**config.mk**
```make
export PLATFORM = sky130hd
export DESIGN_NAME = qn_scale
export DESIGN_NICKNAME = d
export VERILOG_FILES = /design/src/qnorm_pkg.sv /design/src/qn_scale.sv
export SDC_FILE = /design/constraint.sdc
export NUM_CORES = 2
export LEC_CHECK = 0
export ABC_CLOCK_PERIOD_IN_PS = 4000
export BUFFER_PORTS_ARGS = -buffer_cell sky130_fd_sc_hd__buf_2
export CAP_MARGIN = 15
export CORE_AREA = 4 4 515 390
export CTS_BUF_LIST = sky130_fd_sc_hd__clkbuf_16
export CTS_CLUSTER_DIAMETER = 40
export CTS_CLUSTER_SIZE = 30
export DETAILED_ROUTE_END_ITERATION = 10
export DIE_AREA = 0 0 519 394
export HOLD_SLACK_MARGIN = 0.06
export SYNTH_ARGS = -nofsm -noshare
export SYNTH_HDL_FRONTEND = slang
export SYNTH_SLANG_ARGS = --single-unit
```
**constraint.sdc**
```tcl
create_clock -name i_clk -period 4 [get_ports i_clk]
set_clock_uncertainty 0.05 [all_clocks]
set_input_delay 1 -clock i_clk [delete_from_list [all_inputs] [get_ports i_clk]]
set_output_delay 1 -clock i_clk [all_outputs]
set_load 0.01 [all_outputs]
```
**src/qnorm_pkg.sv**
```systemverilog
// shared widths for the quaternion normalize pipeline
package qnorm_pkg;
    localparam int NW = 25;   // norm width, floor(sqrt(S * 2^16))
    localparam int XW = 30;   // magnitude entering the final scale divider
    localparam int TW = 17;   // quotient bits of the final scale divider
endpackage

```
**src/qn_scale.sv**
```systemverilog
// one lane of the final scale: rnd(x * 2^20 / n) with sign and 16-bit saturation
module qn_scale
    import qnorm_pkg::*;
(
    input  logic                 i_clk,
    input  logic                 i_ce,
    input  logic [XW-1:0]        i_x,
    input  logic                 i_neg,
    input  logic [NW-1:0]        i_n,
    output logic signed [15:0]   o_r,
    output logic                 o_clip
);
    typedef struct packed {
        logic [NW-1:0] rem;
        logic [TW-1:0] t;
        logic          ovf;
        logic          neg;
        logic [NW-1:0] n;
    } t_sc_stage;

    t_sc_stage r_st [0:TW];
    logic signed [15:0] r_r;
    logic               r_clip;

    // load: quotient bounded by 2^17 unless the overflow check trips
    always_ff @(posedge i_clk) begin
        if (i_ce) begin
            r_st[0].rem <= {i_x[NW-5:0], 4'b0};
            r_st[0].t   <= '0;
            r_st[0].ovf <= ({i_x, 4'b0} >= {{(XW+4-NW){1'b0}}, i_n});
            r_st[0].neg <= i_neg;
            r_st[0].n   <= i_n;
        end
    end

    genvar k;
    generate
        for (k = 0; k < TW; k++) begin : g_step
            logic [NW:0] rem2;
            t_sc_stage   nxt;
            always_comb begin
                rem2 = {r_st[k].rem, 1'b0};
                nxt  = r_st[k];
                if (rem2 >= {1'b0, r_st[k].n}) begin
                    nxt.rem = NW'(rem2 - {1'b0, r_st[k].n});
                    nxt.t   = {r_st[k].t[TW-2:0], 1'b1};
                end else begin
                    nxt.rem = rem2[NW-1:0];
                    nxt.t   = {r_st[k].t[TW-2:0], 1'b0};
                end
            end
            always_ff @(posedge i_clk) begin
                if (i_ce) begin
                    r_st[k+1] <= nxt;
                end
            end
        end
    endgenerate

    // round half away from zero, then clip
    logic [TW:0]   rp;
    logic [TW-1:0] rnd;
    logic signed [15:0] n_r;
    logic               n_clip;
    always_comb begin
        rp  = {1'b0, r_st[TW].t} + {{TW{1'b0}}, 1'b1};
        rnd = rp[TW:1];
        if (!r_st[TW].neg) begin
            n_clip = r_st[TW].ovf || (rnd > TW'(32767));
            n_r    = n_clip ? 16'sh7fff : $signed(rnd[15:0]);
        end else begin
            n_clip = r_st[TW].ovf || (rnd > TW'(32768));
            n_r    = n_clip ? 16'sh8000 : $signed((~rnd[15:0]) + 16'd1);
        end
    end

    always_ff @(posedge i_clk) begin
        if (i_ce) begin
            r_r    <= n_r;
            r_clip <= n_clip;
        end
    end

    assign o_r    = r_r;
    assign o_clip = r_clip;
endmodule
```
### Word level (Yosys, flattened, before mapping)

Memories as Yosys holds them, arrays and structs flattened.
Index checks and enable logic that the tools add are counted.

| operators by class | value |
|---|---|
| reductions and logical operators | 2 |
| $lt $le $gt $ge | 20 |
| bitwise operators | 1 |
| add/subtract/negate cells | 19 |
| divide/modulo/power cells | 0 |
| $mul | 0 |
| shift-type cells | 0 |
| eq/ne operators | 0 |
| muxes and demuxes | 23 |

Operator list:

| kind | count |
|---|---|
| two-way mux 42 bit | 17 |
| greater-or-equal comparator 26 x 25 -> 1 bit | 17 |
| subtractor 25 bit | 17 |
| two-way mux 16 bit | 3 |
| greater-or-equal comparator 34 x 25 -> 1 bit | 1 |
| adder 17 x 1 -> 18 bit, second input constant | 1 |
| > comparator 17 x 15 -> 1 bit, second input constant | 1 |
| > comparator 17 x 16 -> 1 bit, second input constant | 1 |
| adder 16 x 1 -> 16 bit, second input constant | 1 |
| NOT 16 bit | 1 |
| two-way mux 1 bit | 3 |
| logical OR 1 bit | 2 |

| storage, ports and cells | value |
|---|---|
| output and inout port bits | 17 |
| bits in read-only memories | 0 |
| bits in writable memories | 1242 |
| bits in registers | 17 |
| word-level logic and storage cells | 68 |
| input port bits | 58 |
| bits in latches | 0 |
| memories kept | 1 |

Memories:

| name | words | width | read ports | clocked after Yosys merged registers in | write ports | RTL line | text |
|---|---|---|---|---|---|---|---|
| r_st | 18 | 69 | 18 | 0 | 18 | qn_scale.sv:21 | `t_sc_stage r_st [0:TW];` |

### Depth between registers and ports, before layout

An unclocked memory read counts as a cell.

| depth | value |
|---|---|
| depth after elaboration | 6 |
| depth in mapped cells | 14 |
| mapped depth without buffers | 11 |

### Worst setup path before layout

OpenSTA, ideal clock, no wires.

| timing path | value |
|---|---|
| path type | register -> register |
| start point | memory r_st[13][45] in the netlist's numbering |
| end point | memory r_st[14][55] in the netlist's numbering (data pin) |
| cell stages (with the launch flop) | 12 |
| clock period less this slack | 3.263 ns |
| path buffers | 2 |
| path slack | 0.737 ns |
| data required time | 3.690 ns |
| arrival time | 2.953 ns |
| setup time | 0.260 ns |
| path through | edfxtp_1 -> ha_1 -> nor2b_1 -> o31a_1 -> or4_1 -> a21bo_2 -> nor4_4 -> o41ai_1 -> a41o_1 -> buf_6 -> buf_6 -> mux2_4 |

RTL lines:

| what | RTL line |
|---|---|
| start: declaration | qn_scale.sv:21 |

==> metrics.yaml <==
run_status:
  outcome: "completed"
global_route:
  first_global_vias: 37727
  routing_layer_with_the_top_usage_in_global_route: "met2"
  groute.layer.met2.usage: 0.190
  grt_max_degree: 142
  grt_pass1_wl_um: 208000
  met1_usage: 0.181
  globalRouteMet3Util: 0.0190
  grt_overflow_total: 0
  gr-usage-all-layers: 0.125
  antenna_found_initial: 5
critical_path:
  timing.critical_path.slowest_cell_delay_ns: 0.52
  critical_path_peak_fanout: 41
  critical_path.endpoint_type: "flip-flop"
  worstPathCellList: "inv_1 > fa_1 > nor2b_1 > o31ai_1 > buf_4 > a2111oi_1 > o22ai_1 > o21ai_1 > a21oi_1 > o21a_1 > buf_12 > mux2_2"
  timing.critical_path.from_type: "flip-flop"
  worst-endpoint-arrival_ns: 4.17
  crit_slowest_cell: "sky130_fd_sc_hd__a2111oi_1"
  critical_path_class: "reg2reg"
  worstPathRequired_ns: 4.46
floorplanning:
  placementRows: 141
  die_height_um: 394
  floorplan.die_area_mm2: 0.204
  core_area_mm2: 0.196
  pin_count: 75
  chip_width_um: 519
  floorplan.initialDensity: 0.298
timing:
  slew_violations: 0
  tightest_slew_ns: 0.805
  grt_setup_unrepaired: "false"
  layout_min_cycle_time_ns: 3.71
  final-hold-violation-count: 0
  maxClockFrequency_mhz: 270
  period_utilization_post_route: 0.927
  report.final.setup_viol: 0
  max-slew-margin-rel: 0.450
  setup-tns-final_ns: 0
job:
  max_cap_viol_count: 0
final_layout:
  area.growth.synth_to_final_pct: 15.3
  utilization: 0.344
  layout-drive-gt1-share: 0.0921
  antenna_cells: 0
  nNetsFinal: 5889
  final.fill_count: 19260
yosys:
  mappedNetlistNets: 5703
  synth_most_common_cell: "sky130_fd_sc_hd__edfxtp_1"
  share_of_synthesized_flip_flops_with_an_asynchronous_set_or_reset: 0
  leading_cell_types_by_total_area_after_synthesis: "sky130_fd_sc_hd__edfxtp_1 54%, sky130_fd_sc_hd__ha_1 9.5%, sky130_fd_sc_hd__o21ai_0 3.5%, sky130_fd_sc_hd__inv_1 3.5%, sky130_fd_sc_hd__a21oi_1 3.4%"
  synth_compound_gate_area_share: 0.148
  synth_top_flop_cell: "sky130_fd_sc_hd__edfxtp_1"
  synth_seq_area_share: 0.541
  post_synth_and_or_nand_nor_area_fraction: 0.101
  synth-seq-cells: 1052
  synth_top_area_frac: 0.541
  synth_top_cell_by_area: "sky130_fd_sc_hd__edfxtp_1"
  main_combinational_cell_family_by_area_after_synthesis: "compound AO/OA/AOI/OAI gates"
  yosys.area_share.adder: 0.100
  syn_inst: 5186
  synth-xor-area-share: 0.0505
  post_synth_num_cell_types: 88
  mux_contribution_to_synthesized_area: 0.0164
  synth_commonest_cells: "1052 x sky130_fd_sc_hd__edfxtp_1, 539 x sky130_fd_sc_hd__inv_1, 444 x sky130_fd_sc_hd__ha_1, 411 x sky130_fd_sc_hd__nand2_1, 407 x sky130_fd_sc_hd__o21ai_0"
  number_of_synthesized_flops_with_an_enable_pin: 1052
  synth_area_mm2: 0.0584
  synthesis.area_per_instance_um2: 11.3
  ys.warnings.count: 0
drt:
  num_vias: 39092
  drc_errors: 0
  detailedRoute.firstPassIterationCount: 6
  drt_iter0_drc: 3035
  wire_per_inst_um: 16.2
  routed_wl_um: 130000
  avgViaCountPerCell: 4.85
  drt.antenna.violating_nets: 0
place:
  port_buffers: 74
  hpwlAfterDp_um: 99100
  last_weighted_congestion_value_of_the_routability_driven_placer: 0.902
pwr:
  power_switching_share: 0.373
  cellLeakagePower_nw: 27.1
  worst_ir_drop_vdd_mv: 0.459
  power.density_mw_per_mm2: 774
  seq_power_share: 0.343
  cell_internal_pwr_w: 0.0327
  pwr-share-clk: 0.246
  switchingPower_w: 0.0195
  power.combinational.fraction: 0.411
clock_tree:
  cts.root.buffer_cell: "sky130_fd_sc_hd__clkbuf_16"
  tritoncts: "built"
  holdBufCountCts: 0
  cts-resized-gates: 0
  cts_setup_buffers: 0
  cts_buffer_depth: 3
  insertion_delay_ns: 0.78
  path_clk_slew_ns: 0.08
  cts_made_buffers: 138
  clkSinkCount: 1052
  cts_htree_levels: 4
hold_path:
  hold_path.class: "in2reg"
==> placed cells by master (no fill, tap or decap), types with 29 or more instances in the layout <==
cell type	netlist	routed
sky130_fd_sc_hd__buf_4	4	58
sky130_fd_sc_hd__nand2_1	411	411
sky130_fd_sc_hd__o21a_1	48	48
sky130_fd_sc_hd__xor2_1	161	161
sky130_fd_sc_hd__a21oi_1	393	391
sky130_fd_sc_hd__nand3_1	90	90
sky130_fd_sc_hd__clkbuf_16	0	138
sky130_fd_sc_hd__buf_2	21	73
sky130_fd_sc_hd__nor2_1	288	288
sky130_fd_sc_hd__o211ai_1	29	29
sky130_fd_sc_hd__inv_1	539	542
sky130_fd_sc_hd__o31ai_1	30	30
sky130_fd_sc_hd__o21ai_0	407	407
sky130_fd_sc_hd__o21bai_1	32	32
sky130_fd_sc_hd__nand4_1	51	51
sky130_fd_sc_hd__xnor2_1	176	176
sky130_fd_sc_hd__nor2b_1	57	57
sky130_fd_sc_hd__a21o_1	179	179
sky130_fd_sc_hd__and3_1	41	41
sky130_fd_sc_hd__mux2_2	44	44
sky130_fd_sc_hd__nor3_1	50	50
sky130_fd_sc_hd__a31oi_1	38	36
sky130_fd_sc_hd__edfxtp_1	1052	1052
sky130_fd_sc_hd__ha_1	444	444
sky130_fd_sc_hd__a211oi_1	41	41
sky130_fd_sc_hd__nand2b_1	80	80
==> layer usage <==
metal / part of all wire / vias to the layer above
met5: 0 / -
met4: 0.028 / 0
met3: 0.049 / 223
met2: 0.43 / 962
met1: 0.49 / 18473
li1: - / 19434
==> power by group through the flow <==
| stage | Sequential [W] | Combinational [W] | Clock [W] |
|---|---|---|---|
| 2_1_floorplan | 0.0172 | 0.0162 | 0 |
| 3_3_place_gp | 0.0181 | 0.0209 | 0 |
| 3_5_place_dp | 0.0181 | 0.0211 | 0 |
| 4_1_cts | 0.0179 | 0.0213 | 0.0132 |
| 5_1_grt | 0.0182 | 0.0240 | 0.0137 |
| 6_report | 0.0179 | 0.0214 | 0.0128 |
==> worst max-delay path: cells and delay by family (launching register included) <==
family | cells | cell delay [ns]
compound gates | 6 | 1.65
fa+ha+maj | 1 | 0.47
buf+inv | 3 | 0.42
flops | 1 | 0.39
mux | 1 | 0.29
simple gates | 1 | 0.17
==> cells by family after synthesis <==
| kind of cell | after synthesis |
|---|---|
| AOI/OAI and AO/OA | 1391 |
| and+or+nand+nor | 1218 |
| DFF | 1052 |
| buffers and inverters | 648 |
| adders and majority gates | 459 |
| xor gates and xnor gates | 337 |
| muxes | 81 |
==> per-stage QoR <==
step | total power, W | hold WS, ns | worst slack (ns) | instance area [um2] | instances
after global routing | 0.0559 | 0.292 | 0.0414 | 67300 | 8059
after global placement | 0.0390 | 0.351 | 0.0887 | 62400 | 7806
after detailed placement | 0.0393 | 0.355 | 0.172 | 62400 | 7806
after CTS | 0.0524 | 0.269 | 0.151 | 67300 | 8059
final | 0.0521 | 0.350 | 0.292 | 67300 | 8059
after floorplan | 0.0334 | 0.350 | 0.737 | 58400 | 5186
==> area by class of cell <==
cell class / count / area (um2) / area share
well taps: 2574 / 3220 / 0.0478
clock buffers: 138 / 3450 / 0.0513
multi-input cells: 3486 / 24300 / 0.362
clock inverters: 115 / 1480 / 0.0220
repair buffers: 151 / 1200 / 0.0178
inverters: 543 / 2040 / 0.0303
flip-flops and latches: 1052 / 31600 / 0.469
==> registers in the layout, indices dropped and copies added, names as in the netlist <==
| signal | cells |
|---|---|
| o_clip | 1 |
| r_st | 1035 |
| o_r | 16 |
==> worst paths after layout <==
path,endpoint,slack [ns],start,cells after the start
setup / recovery,r_st[10][51]$_DFFE_PP_,0.29,r_st[9][44]$_SDFFCE_PP0P_,12
setup reg to reg,r_st[10][51]$_DFFE_PP_,0.29,r_st[9][44]$_SDFFCE_PP0P_,12
hold reg to reg,r_st[10][26]$_DFFE_PP_,0.36,r_st[9][26]$_DFFE_PP_,0
hold / removal,r_st[0][25]$_DFFE_PP_,0.35,i_neg,1
Power figures use the tool's default switching activity.
